File: src/hw/rtl/swdh_pkg.sv
// Package: SWD host packet engine codes, constants and shared types.
package swdh_pkg;

    localparam logic [1:0] OP_TICK  = 2'd0;
    localparam logic [1:0] OP_READ  = 2'd1;
    localparam logic [1:0] OP_WRITE = 2'd2;
    localparam logic [1:0] OP_RESET = 2'd3;

    localparam logic [3:0] PH_IDLE   = 4'd0;
    localparam logic [3:0] PH_HDR    = 4'd1;
    localparam logic [3:0] PH_TURN1  = 4'd2;
    localparam logic [3:0] PH_ACK    = 4'd3;
    localparam logic [3:0] PH_RDATA  = 4'd4;
    localparam logic [3:0] PH_TURN2  = 4'd5;
    localparam logic [3:0] PH_WDATA  = 4'd6;
    localparam logic [3:0] PH_TRAIL  = 4'd7;
    localparam logic [3:0] PH_RHIGH1 = 4'd8;
    localparam logic [3:0] PH_SWITCH = 4'd9;
    localparam logic [3:0] PH_RHIGH2 = 4'd10;
    localparam logic [3:0] PH_RLOW   = 4'd11;

    localparam int DEF_READ_TRAILER_CLOCKS  = 3;
    localparam int DEF_WRITE_TRAILER_CLOCKS = 20;
    localparam int DEF_RESET_HIGH_CLOCKS    = 60;

    localparam int COUNT_W = 7;

    localparam logic [COUNT_W-1:0] HDR_BITS    = 7'd8;
    localparam logic [COUNT_W-1:0] TURN_BITS   = 7'd1;
    localparam logic [COUNT_W-1:0] ACK_BITS    = 7'd3;
    localparam logic [COUNT_W-1:0] DATA_BITS   = 7'd33;
    localparam logic [COUNT_W-1:0] SWITCH_BITS = 7'd16;
    localparam logic [COUNT_W-1:0] RLOW_BITS   = 7'd3;

    localparam logic [15:0] SWITCH_SEQ = 16'hE79E;

    typedef struct packed {
        logic [1:0]  op;
        logic        port_ap;
        logic [1:0]  reg_addr;
        logic [31:0] write_data;
        logic        swdio_in;
    } swdh_item_t;

    typedef struct packed {
        logic        swdio_out;
        logic        swdio_drive;
        logic        clock_pulse;
        logic        busy_res;
        logic        done_res;
        logic [2:0]  ack;
        logic [31:0] read_data;
    } swdh_result_t;

endpackage

File: src/hw/rtl/swdh_engine.sv
// Bit-period sequencer: state registers and next-period logic of the SWD host.
module swdh_engine #(
    parameter int READ_TRAILER_CLOCKS  = swdh_pkg::DEF_READ_TRAILER_CLOCKS,
    parameter int WRITE_TRAILER_CLOCKS = swdh_pkg::DEF_WRITE_TRAILER_CLOCKS,
    parameter int RESET_HIGH_CLOCKS    = swdh_pkg::DEF_RESET_HIGH_CLOCKS
) (
    input  logic                 clk,
    input  logic                 rst_n,
    input  logic                 step_en,
    input  swdh_pkg::swdh_item_t item,
    input  logic                 jtag_switch_enable,
    output swdh_pkg::swdh_result_t result
);
    import swdh_pkg::*;

    localparam logic [COUNT_W-1:0] READ_TRAIL_LEN  = COUNT_W'(READ_TRAILER_CLOCKS);
    localparam logic [COUNT_W-1:0] WRITE_TRAIL_LEN = COUNT_W'(WRITE_TRAILER_CLOCKS);
    localparam logic [COUNT_W-1:0] RESET_HIGH_LEN  = COUNT_W'(RESET_HIGH_CLOCKS);

    logic [3:0]         phase_reg, phase_next;
    logic [COUNT_W-1:0] bit_count_reg, bit_count_next;
    logic [1:0]         kind_reg;
    logic [7:0]         header_reg, header_next;
    logic [32:0]        tx_reg, tx_next;
    logic [32:0]        rx_reg, rx_next;
    logic [2:0]         ack_reg, ack_next;

    logic               start;
    logic               active;
    logic [1:0]         kind_eff;
    logic [3:0]         phase_eff;
    logic [COUNT_W-1:0] count_eff;
    logic [COUNT_W-1:0] count_inc;
    logic [7:0]         header_eff;
    logic [32:0]        tx_eff;
    logic [32:0]        rx_eff;
    logic [2:0]         ack_eff;
    logic               hdr_par;
    logic [COUNT_W-1:0] trail_len;
    logic [COUNT_W-1:0] phase_len;
    logic [3:0]         phase_after;
    logic               last_bit;
    logic               done;
    logic               level;
    logic               drive;

    assign start  = (phase_reg == PH_IDLE);
    assign active = !start || (item.op != OP_TICK);

    assign hdr_par    = ^{item.port_ap, (item.op == OP_READ), item.reg_addr};
    assign kind_eff   = start ? item.op : kind_reg;
    assign count_eff  = start ? '0 : bit_count_reg;
    assign count_inc  = count_eff + COUNT_W'(1);
    assign header_eff = start ? {1'b1, 1'b0, hdr_par, item.reg_addr,
                                 (item.op == OP_READ), item.port_ap, 1'b1}
                              : header_reg;
    assign tx_eff     = start ? ((item.op == OP_WRITE)
                                 ? {^item.write_data, item.write_data} : 33'd0)
                              : tx_reg;
    assign rx_eff     = start ? 33'd0 : rx_reg;
    assign ack_eff    = start ? 3'd0 : ack_reg;
    assign trail_len  = (kind_eff == OP_READ) ? READ_TRAIL_LEN : WRITE_TRAIL_LEN;

    always_comb
    begin
        if (!start)
            phase_eff = phase_reg;
        else if (item.op == OP_RESET)
            phase_eff = jtag_switch_enable ? PH_RHIGH1 : PH_RHIGH2;
        else
            phase_eff = PH_HDR;
    end

    always_comb
    begin
        level       = 1'b0;
        drive       = 1'b1;
        header_next = header_eff;
        tx_next     = tx_eff;
        rx_next     = rx_eff;
        ack_next    = ack_eff;
        unique case (phase_eff) inside
            PH_HDR:
            begin
                level       = header_eff[0];
                header_next = header_eff >> 1;
            end
            PH_TURN1, PH_TURN2:
            begin
                drive = 1'b0;
            end
            PH_ACK:
            begin
                drive    = 1'b0;
                ack_next = {item.swdio_in, ack_eff[2:1]};
            end
            PH_RDATA:
            begin
                drive   = 1'b0;
                rx_next = {item.swdio_in, rx_eff[32:1]};
            end
            PH_WDATA:
            begin
                level   = tx_eff[0];
                tx_next = tx_eff >> 1;
            end
            PH_RHIGH1, PH_RHIGH2:
            begin
                level = 1'b1;
            end
            PH_SWITCH:
            begin
                level = SWITCH_SEQ[count_eff[3:0]];
            end
            default:
            begin
                level = 1'b0;
            end
        endcase
    end

    always_comb
    begin
        unique case (phase_eff) inside
            PH_HDR:               phase_len = HDR_BITS;
            PH_TURN1, PH_TURN2:   phase_len = TURN_BITS;
            PH_ACK:               phase_len = ACK_BITS;
            PH_RDATA, PH_WDATA:   phase_len = DATA_BITS;
            PH_TRAIL:             phase_len = trail_len;
            PH_RHIGH1, PH_RHIGH2: phase_len = RESET_HIGH_LEN;
            PH_SWITCH:            phase_len = SWITCH_BITS;
            PH_RLOW:              phase_len = RLOW_BITS;
            default:              phase_len = TURN_BITS;
        endcase
    end

    always_comb
    begin
        unique case (phase_eff) inside
            PH_HDR:              phase_after = PH_TURN1;
            PH_TURN1:            phase_after = PH_ACK;
            PH_ACK:              phase_after = (kind_eff == OP_READ) ? PH_RDATA : PH_TURN2;
            PH_TURN2:            phase_after = PH_WDATA;
            PH_RDATA, PH_WDATA:  phase_after = (trail_len == '0) ? PH_IDLE : PH_TRAIL;
            PH_RHIGH1:           phase_after = PH_SWITCH;
            PH_SWITCH:           phase_after = PH_RHIGH2;
            PH_RHIGH2:           phase_after = PH_RLOW;
            default:             phase_after = PH_IDLE;
        endcase
    end

    assign last_bit       = (count_inc >= phase_len);
    assign phase_next     = last_bit ? phase_after : phase_eff;
    assign bit_count_next = last_bit ? '0 : count_inc;
    assign done           = last_bit && (phase_after == PH_IDLE);

    always_comb
    begin
        result = '0;
        if (!active)
        begin
            result.swdio_drive = 1'b1;
        end
        else
        begin
            result.swdio_out   = drive & level;
            result.swdio_drive = drive;
            result.clock_pulse = 1'b1;
            result.busy_res    = 1'b1;
            result.done_res    = done;
            result.ack         = (done && kind_eff != OP_RESET) ? ack_next : 3'd0;
            result.read_data   = (done && kind_eff == OP_READ) ? rx_next[31:0] : 32'd0;
        end
    end

    always_ff @(posedge clk or negedge rst_n)
    begin
        if (!rst_n)
        begin
            phase_reg     <= PH_IDLE;
            bit_count_reg <= '0;
            kind_reg      <= OP_TICK;
        end
        else if (step_en && active)
        begin
            phase_reg     <= phase_next;
            bit_count_reg <= bit_count_next;
            kind_reg      <= kind_eff;
        end
    end

    always_ff @(posedge clk)
    begin
        if (step_en && active)
        begin
            header_reg <= header_next;
            tx_reg     <= tx_next;
            rx_reg     <= rx_next;
            ack_reg    <= ack_next;
        end
    end

endmodule

File: src/hw/rtl/swd_host_packet_engine_top.sv
// Top level: SWD host packet engine with input register, result register and config.
// Each accepted item is one SWD bit period and yields exactly one result item; the
// block takes one item per clock unless out_ready holds back the result register; each
// item is captured in the input register and then in the result register, around the
// combinational bit-period logic. A request (op 1, 2, 3) while idle starts a read,
// write or line reset in that same period; op is ignored until that sequence has
// ended.
// jtag_switch_enable is sampled when a line reset starts.
module swd_host_packet_engine_top #(
    parameter int READ_TRAILER_CLOCKS  = swdh_pkg::DEF_READ_TRAILER_CLOCKS,
    parameter int WRITE_TRAILER_CLOCKS = swdh_pkg::DEF_WRITE_TRAILER_CLOCKS,
    parameter int RESET_HIGH_CLOCKS    = swdh_pkg::DEF_RESET_HIGH_CLOCKS
) (
    input  logic        clk,
    input  logic        rst_n,
    input  logic        cfg_write_en,
    input  logic        cfg_write_data,
    input  logic        in_valid,
    output logic        in_ready,
    input  logic [1:0]  op,
    input  logic        port_ap,
    input  logic [1:0]  reg_addr,
    input  logic [31:0] write_data,
    input  logic        swdio_in,
    output logic        out_valid,
    input  logic        out_ready,
    output logic        swdio_out,
    output logic        swdio_drive,
    output logic        clock_pulse,
    output logic        busy_res,
    output logic        done_res,
    output logic [2:0]  ack,
    output logic [31:0] read_data
);
    import swdh_pkg::*;

    logic         jtag_switch_enable_reg;
    logic         item_valid_reg, item_valid_next;
    swdh_item_t   item_reg;
    logic         result_valid_reg, result_valid_next;
    swdh_result_t result_reg;
    swdh_result_t step_result;
    logic         advance;
    logic         in_xfer;

    assign advance  = item_valid_reg && (!result_valid_reg || out_ready);
    assign in_ready = !item_valid_reg || advance;
    assign in_xfer  = in_valid && in_ready;

    assign item_valid_next   = in_xfer ? 1'b1 : (advance ? 1'b0 : item_valid_reg);
    assign result_valid_next = advance ? 1'b1 : (out_ready ? 1'b0 : result_valid_reg);

    swdh_engine #(
        .READ_TRAILER_CLOCKS  (READ_TRAILER_CLOCKS),
        .WRITE_TRAILER_CLOCKS (WRITE_TRAILER_CLOCKS),
        .RESET_HIGH_CLOCKS    (RESET_HIGH_CLOCKS)
    ) u_engine (
        .clk                (clk),
        .rst_n              (rst_n),
        .step_en            (advance),
        .item               (item_reg),
        .jtag_switch_enable (jtag_switch_enable_reg),
        .result             (step_result)
    );

    always_ff @(posedge clk or negedge rst_n)
    begin
        if (!rst_n)
        begin
            jtag_switch_enable_reg <= 1'b0;
            item_valid_reg         <= 1'b0;
            result_valid_reg       <= 1'b0;
        end
        else
        begin
            if (cfg_write_en)
                jtag_switch_enable_reg <= cfg_write_data;
            item_valid_reg   <= item_valid_next;
            result_valid_reg <= result_valid_next;
        end
    end

    always_ff @(posedge clk)
    begin
        if (in_xfer)
        begin
            item_reg.op         <= op;
            item_reg.port_ap    <= port_ap;
            item_reg.reg_addr   <= reg_addr;
            item_reg.write_data <= write_data;
            item_reg.swdio_in   <= swdio_in;
        end
        if (advance)
            result_reg <= step_result;
    end

    assign out_valid   = result_valid_reg;
    assign swdio_out   = result_reg.swdio_out;
    assign swdio_drive = result_reg.swdio_drive;
    assign clock_pulse = result_reg.clock_pulse;
    assign busy_res    = result_reg.busy_res;
    assign done_res    = result_reg.done_res;
    assign ack         = result_reg.ack;
    assign read_data   = result_reg.read_data;

`ifndef ASSERT_OFF
    a_done_in_seq: assert property (@(posedge clk) disable iff (!rst_n)
        (out_valid && done_res) |-> (busy_res && clock_pulse))
        else $error("done outside a sequence");

    a_idle_quiet: assert property (@(posedge clk) disable iff (!rst_n)
        (out_valid && !busy_res) |-> (!clock_pulse && swdio_drive && !swdio_out))
        else $error("idle period not quiet");

    a_release_low: assert property (@(posedge clk) disable iff (!rst_n)
        (out_valid && !swdio_drive) |-> (!swdio_out && busy_res))
        else $error("released line driven high");

    a_ack_with_done: assert property (@(posedge clk) disable iff (!rst_n)
        (out_valid && ((ack != 3'd0) || (read_data != 32'd0))) |-> done_res)
        else $error("ack or read data without done");
`endif

endmodule

File: config.mk
export PLATFORM = sky130hd
export DESIGN_NAME = swd_host_packet_engine_top
export DESIGN_NICKNAME = d
export VERILOG_FILES = /design/src/hw/rtl/swdh_pkg.sv /design/src/hw/rtl/swdh_engine.sv /design/src/hw/rtl/swd_host_packet_engine_top.sv
export SDC_FILE = /design/constraint.sdc
export NUM_CORES = 1
export LEC_CHECK = 0
export ABC_AREA = 0
export BUFFER_PORTS_ARGS = -buffer_cell sky130_fd_sc_hd__buf_2
export CAP_MARGIN = 5
export CORE_MARGIN = 8
export CORE_UTILIZATION = 36
export DETAILED_ROUTE_END_ITERATION = 10
export GPL_TIMING_DRIVEN = 0
export PLACE_DENSITY = 0.59
export SLEW_MARGIN = 20
export SYNTH_ARGS = -nofsm -noshare
export SYNTH_HDL_FRONTEND = slang
export SYNTH_SLANG_ARGS = --single-unit
File: constraint.sdc
create_clock -name clk -period 8.9 [get_ports clk]
set_input_delay 0.445 -clock clk [delete_from_list [all_inputs] [get_ports clk]]
set_output_delay 0.445 -clock clk [all_outputs]
set_load 0.02 [all_outputs]
### Yosys cells after proc, flatten, opt, wreduce, memory -nomap -nowiden

Memories as Yosys holds them, arrays and structs flattened.
Index checks and enable logic that the tools add are counted.

* register bits: 171
* bits in latches: 0
* bits in writable memories: 0
* memory bits (read-only): 16
* input port bits: 44
* output and inout port bits: 42
* word-level logic and storage cells: 102
* memories: 1

* add/sub/neg operators: 1
* $mul: 0
* div/mod/pow operators: 0
* order comparisons: 2
* equality and inequality tests: 16
* shift operators: 0
* multiplexer cells: 31
* bitwise logic cells: 1
* reduce and logical (&&, ||, !) cells: 26

Memories
* (name not given): words 16, bits a word 1, read ports 1, clocked after Yosys merged registers in 0, wr ports 0, RTL line swdh_engine.sv:113 `level = SWITCH_SEQ[count_eff[3:0]];`

Operator list (number)
* $mux W33: 4
* $mux W32: 2
* $pmux W7 S6: 1
* $mux W38: 1
* $pmux W4 S8: 1
* $reduce_xor A32 Y1: 1
* $mux W7: 3
* $eq A4 B3 Y1 const B: 4
* $eq A4 B4 Y1 const B: 4
* $mux W3: 4
* $mux W4: 3
* $eq A4 B2 Y1 const B: 2
* $logic_not A4 Y1: 2
* $mux W8: 1
* $add A7 B1 Y7 const B: 1
* $ge A7 B7 Y1: 1
* $logic_not A7 Y1: 1
* $mux W1: 7
* $logic_and A1 B1 Y1: 6
* $reduce_bool A2 Y1: 3
* $reduce_or A2 Y1: 3
* $lt A4 B5 Y1 const B: 1
* $mux W5: 1
* $eq A2 B1 Y1 const B: 2
* other kinds (11): 18

### Longest topological paths before layout

Gate-level depths: netlist of run 1.

* word-level depth: 12
* mapped depth: 18
* gate-level depth less buffers: 13

### Cells and area by module

Synthesis of run 1 repeated with hierarchy kept, for this count alone.

* cells, all modules: 638
* area total of the unflattened synthesis: 7893.8 um2

By module, submodules not included
* swdh_engine: instances 1, cells each 550, area an instance 5411.4 um2
* swd_host_packet_engine_top: instances 1, cells each 88, area an instance 2482.4 um2

### Worst setup path before layout of run 1

Ideal clock, no wire load.

* path type: register to register
* start point: register u_engine.phase_reg[1]
* end point: register result_reg (netlist bit read_data[2]), data pin
* setup time: 258 ps
* arrival: 3391 ps
* path slack: 5250 ps
* cell stages (with the launch flop): 19
* buffers on the path: 5
* clock period less this slack: 3650 ps
* cells stage by stage: dfrtp_1 -> buf_6 -> or4_4 -> buf_6 -> clkbuf_1 -> clkbuf_1 -> nand2_1 -> inv_1 -> ha_1 -> nand3_1 -> xor2_1 -> nor2_1 -> ha_1 -> a21o_1 -> a21oi_1 -> o211ai_1 -> nand4_1 -> buf_2 -> nor2_1

* word-level cells in the longest chain between the ends: 11

RTL lines
* from (decl): RTL line swdh_engine.sv:20 `logic [3:0] phase_reg, phase_next;`
* from (signal assigned): RTL line swdh_engine.sv:186 `phase_reg <= phase_next;`
* branches (longest 11 deep; another with $add A7 B1 Y7)
* to (signal assigned): RTL line swd_host_packet_engine_top.sv:94 `result_reg <= step_result;`
* to (decl): RTL line swd_host_packet_engine_top.sv:41 `swdh_result_t result_reg;`

Parallel ways; which one is timed is not known.
A chain may end at the register's enable or synchronous reset.

### Worst setup path after layout of run 1

* start point: register u_engine.phase_reg[2]
* end point: register result_reg (netlist bit read_data[23]), data pin

Same word-level chain as after synthesis.

==> results of run 1 <==
-- final timing paths --
| check | start | to | depth (start not counted) |
|---|---|---|---|
| min in group asynchronous | rst_n | u_engine.bit_count_reg[6] | 2 |
| min | write_data[27] | item_reg[28] | 1 |
| max | u_engine.phase_reg[2] | read_data[23] | 13 |
| max reg2reg | u_engine.phase_reg[2] | read_data[23] | 13 |
| min reg2reg | item_valid_reg | out_valid | 1 |
| max in group asynchronous | rst_n | u_engine.phase_reg[2] | 2 |
-- power breakdown --
| part | leakage [nW] | switching (mW) | internal (mW) |
|---|---|---|---|
| clock | 0.311 | 0.310 | 0.471 |
| sequential | 1.45 | 0.0261 | 0.909 |
| combinational | 1.53 | 0.112 | 0.0831 |
-- kinds of logic (layout without fill, tap and decap cells) --
logic type	Yosys count	count (layout)
AOI/OAI and AO/OA	97	97
xor gates and xnor gates	39	39
adders and majority gates	8	8
buffers and inverters	44	165
DFF	170	170
muxes	66	66
and+or+nand+nor	179	179
-- Yosys cell counts, types with 3 or more instances --
cell	number
edfxtp_1	154
nor2_1	89
mux2i_1	63
nand2_1	44
a22oi_1	33
xnor2_1	32
clkbuf_1	18
dfrtp_1	16
o21ai_0	14
buf_2	13
a21oi_1	11
ha_1	8
inv_1	7
nand2b_1	7
nand3_1	7
xor2_1	7
a31oi_1	6
and2_1	6
nor3_1	6
a22o_1	5
nor2b_1	5
a21o_1	4
and3_1	3
mux2_2	3
o211ai_1	3
o2bb2ai_1	3
o41ai_1	3
-- metal layers --
| metal | global-route usage | vias up | routed length [µm] |
|---|---|---|---|
| met5 | 0 | - | 0 |
| met4 | 0.04671 | 0 | 312 |
| met3 | 0.03427 | 26 | 925 |
| met2 | 0.2000 | 145 | 7486 |
| met1 | 0.1533 | 2398 | 7286 |
| li1 | - | 2442 | - |
-- cell type report --
type	count	area [µm²]
Timing Repair Buffer	89	510.5
Buffer	36	170.2
Sequential cell	170	5025
Fill cell	1979	12250
Multi-Input combinational cell	389	2592
Tap cell	280	350.3
Clock inverter	15	195.2
Inverter	8	32.53
Clock buffer	17	425.4
-- worst reg2reg max path, stage by stage, from the launching register on --
cell      delay [ps]
dfrtp_1          380
buf_2            180
or2_2            300
clkbuf_1         220
nor3_2           770
clkbuf_1         420
buf_2            320
nor2_1            90
ha_1             300
nand3_1           80
o211ai_1         440
nand4_1          400
buf_2            320
nor2_1           140
-- per-stage QoR --
step	instance area, µm²	hold WS [ps]	util	instances
floorplan	7815	149.4	-	603
global placement	8591	391.0	0.3986	968
detailed placement	8671	406.5	0.4023	971
CTS	9301	179.1	0.4316	1004
global route	9301	175.1	0.4316	1004
finish	9301	196.9	0.4316	1004
==> results.py, run 1 <==
metrics = {
    "synthesis": {
        "synth_mux_area_frac": 0.08501,
        "synth_cells": 603,
        "synth_top_area_cell": "edfxtp_1",
        "ys_seq_area_frac": 0.6430,
        "synth-seq-cells": 170,
        "synth.distinct_cells": 54,
        "synth_xor_xnor_area_share": 0.04371,
        "synth_top_family_by_area": "simple AND/OR/NAND/NOR gates",
        "synthFlopType": "edfxtp_1",
        "yosys.area_share.simple": 0.1025,
        "synthesis.area_um2": 7815,
        "netlist_top_cells_area": "edfxtp_1 59%, mux2i_1 8.1%, dfrtp_1 5.1%",
        "synthArstFlopShare": 0.09412,
        "syn_avg_cell_area_um2": 12.96,
        "yosysTopAreaCellShare": 0.5917,
        "yosys_warnings": 0,
        "synthAdderAreaFrac": 0.01281,
        "synth_nets": 655,
        "synth-edff-count": 154,
        "synth_compound_area_frac": 0.08742,
    },
    "pwr": {
        "power_density_nw_per_um2": 205.6,
        "irDropWorstVdd_v": 0.0001388,
        "power.total_mw": 1.912,
        "leakagePower_nw": 3.285,
    },
    "die": {
        "core_um2": 21550,
        "pin_count": 86,
        "initial_core_util": 0.3626,
        "fp-row-count": 54,
        "die_h_um": 163.3,
        "die_w_um": 163.3,
        "dieArea_um2": 26680,
    },
    "global_route": {
        "grt_pass1_vias": 5279,
        "grt_first_pass_wirelength_um": 26440,
        "antenna_found_initial": 0,
        "grt_use_total": 0.1231,
        "overflow": 0,
        "grt_max_degree": 63,
    },
    "clocking": {
        "post-cts-setup-buffers": 0,
        "cts_tree": "built",
        "path_clk_slew_ps": 70,
        "root_buffer": "clkbuf_16",
        "cts_sinks": 170,
        "worstSkewPairLatency_ps": 420,
        "htree_levels": 4,
        "clockBufferDepth": 2,
        "cts_resized": 0,
        "holdBufCountCts": 1,
        "cts_buffers": 17,
    },
    "layout": {
        "nNetsFinal": 763,
        "final_common_cell": "edfxtp_1",
        "area_growth_pct": 19.02,
        "largest_reg_flops": 38,
        "drive_gt1_frac": 0.2086,
        "diodes": 0,
        "layout_common_cells": "154 x edfxtp_1, 98 x buf_2, 89 x nor2_1",
    },
    "worst_setup_path": {
        "slowest_stage": "nor3_2",
        "critPathMostFrequentCell": "buf_2",
        "crit_required_ps": 9160,
        "worst-setup-path-type": "flip-flop to flip-flop",
        "critical_path.max_fanout": 10,
        "cp-end-kind": "flip-flop",
        "worst-path-buf-inv": 5,
        "path_delay_family": "simple AND/OR/NAND/NOR gates",
        "rrSetupSlack_ps": 4420,
        "crit_path_start_kind": "flip-flop",
        "crit_arrival_ps": 4740,
        "max_stage_delay_ps": 770,
        "path_cells": "buf_2, or2_2, clkbuf_1, nor3_2, clkbuf_1, buf_2, nor2_1, ha_1, nand3_1, o211ai_1, nand4_1, buf_2, nor2_1",
    },
    "timing": {
        "skew_ps": 6.612,
        "min_period_ps": 4479,
        "setup_tns_ps": 0,
        "tightest_slew_ps": 959.8,
        "hold_violations": 0,
        "max_slew_margin": 0.3567,
        "fmax_mhz": 223.3,
        "period_share": 0.5033,
        "rsz0062_at_grt": "false",
        "setup_slack_ps": 4421,
        "setup_violations": 0,
        "drv_slew": 0,
    },
    "route": {
        "routed_wl_um": 16010,
        "drc": 0,
        "dr.first_iter.drc_count": 346,
        "wl_per_cell_um": 15.95,
        "first_pass_iters": 5,
        "antenna_left": 0,
        "viasPerCell": 4.991,
        "via_count": 5011,
    },
    "run": {
        "drv_cap": 0,
    },
    "placement": {
        "gp_congestion": 0.8395,
        "dpl_worst_slack_ps": 4444,
        "portBuffers": 85,
        "dp_hpwl_um": 11390,
    },
    "hold_path": {
        "hold_path.class": "primary input to flip-flop",
    },
    "status": {
        "status": "finished clean",
    },
}
(Power assumes the default switching activity.)
==> inputs of run 2 (changes only) <==
--- a/config.mk
+++ b/config.mk
@@ -5,7 +5,7 @@
 export SDC_FILE = /design/constraint.sdc
 export NUM_CORES = 1
 export LEC_CHECK = 0
-export ABC_AREA = 0
+export ABC_AREA = 1
 export BUFFER_PORTS_ARGS = -buffer_cell sky130_fd_sc_hd__buf_2
 export CAP_MARGIN = 5
 export CORE_MARGIN = 8
==> constraint.sdc (replaced) <==
create_clock -name clk -period 4.3 [get_ports clk]
set_input_delay 0.215 -clock clk [delete_from_list [all_inputs] [get_ports clk]]
set_output_delay 0.215 -clock clk [all_outputs]
set_load 0.02 [all_outputs]
==> run 2 against run 1 <==
Cell area increased by 12%. Clock skew up 5.9 ps. Sequential power grew to 2.8 times the previous value. Flip-flop and latch count stayed put. Cell count is 38% higher. Setup slack worse by 4000 ps. Clock power grew 97%. Synthesized area is 9.6% higher. Sequential share of layout area fell by 6.0 points. Total power rose to 3.6 times the previous value. Wire length rose by 15%. Fmax up 16%. Critical path type unchanged.
==> results.py, run 2 <==
metrics = {
    "placement": {
        "dp_hpwl_um": 12910,
        "dpl_cell_area_um2": 9470,
        "gp_congestion": 0.8795,
        "portBuffers": 85,
    },
    "timing": {
        "fin_hold_ws_ps": 48.36,
        "rsz0062_at_grt": "false",
        "fmax_mhz": 258.9,
        "hold_violations": 0,
        "skew_ps": 12.49,
        "min_period_ps": 3862,
        "tightest_slew_ps": 792.1,
        "max_slew_margin": 0.4719,
        "period_share": 0.8982,
        "drv_slew": 0,
        "setup_violations": 0,
    },
    "synthesis": {
        "yosys_warnings": 0,
        "synth-seq-cells": 170,
        "synthesis.area_um2": 8564,
        "synth_cells": 911,
        "ys_seq_area_frac": 0.5867,
        "synthArstFlopShare": 0.09412,
        "netlist_top_cells_area": "edfxtp_1 54%, nand2_1 13%, inv_1 6.0%",
        "synth-edff-count": 154,
        "yosysTopAreaCellShare": 0.5400,
        "syn_avg_cell_area_um2": 9.401,
        "netlist_top_cells_count": "286 x nand2_1, 154 x edfxtp_1, 137 x inv_1",
        "synth_nets": 963,
        "synth.distinct_cells": 38,
        "synthMostInstantiatedCell": "nand2_1",
        "synth_top_area_cell": "edfxtp_1",
        "synthFlopType": "edfxtp_1",
    },
    "global_route": {
        "grt_pass1_vias": 6190,
        "grt_max_degree": 45,
        "antenna_found_initial": 0,
        "grt_first_pass_wirelength_um": 30480,
        "overflow": 0,
        "grt_use_total": 0.1319,
    },
    "clocking": {
        "post-cts-setup-buffers": 0,
        "cts_buffers": 17,
        "root_buffer": "clkbuf_16",
        "holdBufCountCts": 40,
        "path_clk_slew_ps": 70,
        "htree_levels": 4,
        "worstSkewPairLatency_ps": 430,
        "clockBufferDepth": 2,
        "cts_sinks": 170,
        "cts_tree": "built",
        "cts_resized": 0,
    },
    "layout": {
        "final_common_cell": "nand2_1",
        "design_area_um2": 10450,
        "diodes": 0,
        "multi_input_area_um2": 2850,
        "drive_gt1_frac": 0.1793,
        "largest_reg_flops": 38,
        "regArea_um2": 5025,
        "nNetsFinal": 1110,
        "area_growth_pct": 22.06,
        "final.fill_count": 2295,
        "layout_common_cells": "286 x nand2_1, 154 x edfxtp_1, 136 x inv_1",
    },
    "worst_setup_path": {
        "rrSetupSlack_ps": 440,
        "critical_path.max_fanout": 10,
        "slowest_stage": "dfrtp_1",
        "max_stage_delay_ps": 450,
        "cp-end-kind": "flip-flop",
        "worst-setup-path-type": "flip-flop to flip-flop",
        "crit_path_start_kind": "flip-flop",
        "r2r_start": "u_engine.phase_reg[2]",
        "path_cells": "nor2_2, nand2_4, inv_2, clkbuf_1, nor2_1, ha_1, nand4_1, nand2_1, o21ai_0, inv_1, ha_1, a21oi_1, o21bai_1, a21oi_1, nand2_2, nand4_4, buf_6, nor2_2",
        "crit_required_ps": 4480,
        "worstReg2RegEnd": "read_data[30]",
        "reg2reg_depth": 18,
        "crit_arrival_ps": 4040,
    },
    "route": {
        "via_count": 6326,
        "drc": 0,
        "wl_per_cell_um": 13.25,
        "antenna_left": 0,
        "routed_wl_um": 18410,
        "viasPerCell": 4.551,
        "first_pass_iters": 4,
        "dr.first_iter.drc_count": 344,
    },
    "hold_path": {
        "hold-path-endpoint": "jtag_switch_enable_reg",
        "hold_path.class": "primary input to flip-flop",
        "min_path_cells": 2,
        "hold_start": "cfg_write_en",
    },
    "pwr": {
        "p_seq_frac": 0.377,
        "power_density_nw_per_um2": 654.6,
        "pwr-share-comb": 0.398,
        "internal_power_mw": 4.188,
        "p_sw_mw": 2.655,
        "leakagePower_nw": 4.806,
        "irDropWorstVdd_v": 0.0002861,
        "clkPwrFrac": 0.225,
        "netSwitchingFraction": 0.3880,
    },
    "die": {
        "die_w_um": 170.2,
        "fp-row-count": 56,
        "dieArea_um2": 28980,
        "die_h_um": 170.2,
        "initial_core_util": 0.3660,
        "pin_count": 86,
        "core_um2": 23400,
    },
    "status": {
        "status": "finished clean",
    },
    "run": {
        "drv_cap": 0,
    },
}
run 2: cell count changes after synthesis, sizes merged, moves of 7 or more:
| cell | previous run | this run |
|---|---|---|
| xnor2 | 32 | 10 |
| nand3 | 7 | 17 |
| nand2 | 45 | 294 |
| nand2b | 7 | 0 |
| a22oi | 33 | 20 |
| and2 | 7 | 0 |
| o21ai | 15 | 87 |
| mux2i | 63 | 14 |
| inv | 8 | 141 |
| clkbuf | 18 | 10 |
| nor2 | 89 | 80 |
run 2: logic make-up after synthesis:
logic type	synth area share
simple gates	0.1968
buf+inv	0.08181
flops	0.5867
compound gates	0.08926
xor+xnor	0.01738
mux	0.01636
fa+ha+maj	0.01169
run 2: cell type report:
| class | count | area share |
|---|---|---|
| flip-flops and latches | 170 | 0.4807 |
| multi-input cells | 569 | 0.2727 |
| repair buffers | 128 | 0.08546 |
| inverters | 141 | 0.05063 |
| clock buffers | 17 | 0.04069 |
| well taps | 319 | 0.03818 |
| plain buffers | 31 | 0.01664 |
| clock inverters | 15 | 0.01508 |
run 2: critical path: cells and delay by family, from the launching register on:
family	cells	cell delay, ps
and+or+nand+nor	8	1150
adders and majority gates	2	570
AOI/OAI and AO/OA	4	520
DFF	1	450
buffers and inverters	4	890
run 2: how the worst max path moves through the flow:
| stage | from | endpoint | slack (ps) | cells after the start |
|---|---|---|---|---|
| 2_1_floorplan | out_valid | u_engine.ack_reg[0] | 700 | 4 |
| 3_3_place_gp | out_ready | u_engine.tx_reg[30] | -520 | 6 |
| 3_5_place_dp | u_engine.phase_reg[2] | read_data[30] | 450 | 18 |
| 4_1_cts | u_engine.phase_reg[1] | read_data[30] | 450 | 18 |
| 5_1_grt | u_engine.phase_reg[2] | read_data[30] | 2 | 18 |
| 6_report | u_engine.phase_reg[2] | read_data[30] | 440 | 18 |
run 2: power by group through the flow:
stage,clock [mW],sequential [mW],combinational [mW]
6_report,1.54,2.58,2.72
3_3_place_gp,0,2.61,2.63
2_1_floorplan,0,2.67,1.96
4_1_cts,1.58,2.58,2.74
3_5_place_dp,0,2.61,2.69
5_1_grt,1.64,2.62,3.12
run 2: metrics by stage:
stage | TNS, ps | utilization | worst slack [ps] | std cells | power (mW)
final | 0 | 0.4467 | 437.6 | 1390 | 6.843
after detailed placement | 0 | 0.4047 | 451.6 | 1318 | 5.307
after floorplan | 0 | - | 697.6 | 911 | 4.623
after CTS | 0 | 0.4467 | 445.9 | 1390 | 6.905
after global placement | -43230 | 0.4014 | -522.0 | 1315 | 5.247
after global routing | 0 | 0.4467 | 1.918 | 1390 | 7.386
run 2: layer usage:
layer,global-route usage,vias to the layer above,share of wire
met5,0,-,0
met4,0.04119,0,0.011
met3,0.03151,15,0.049
met2,0.2215,141,0.47
met1,0.1653,2904,0.47
li1,-,3266,-
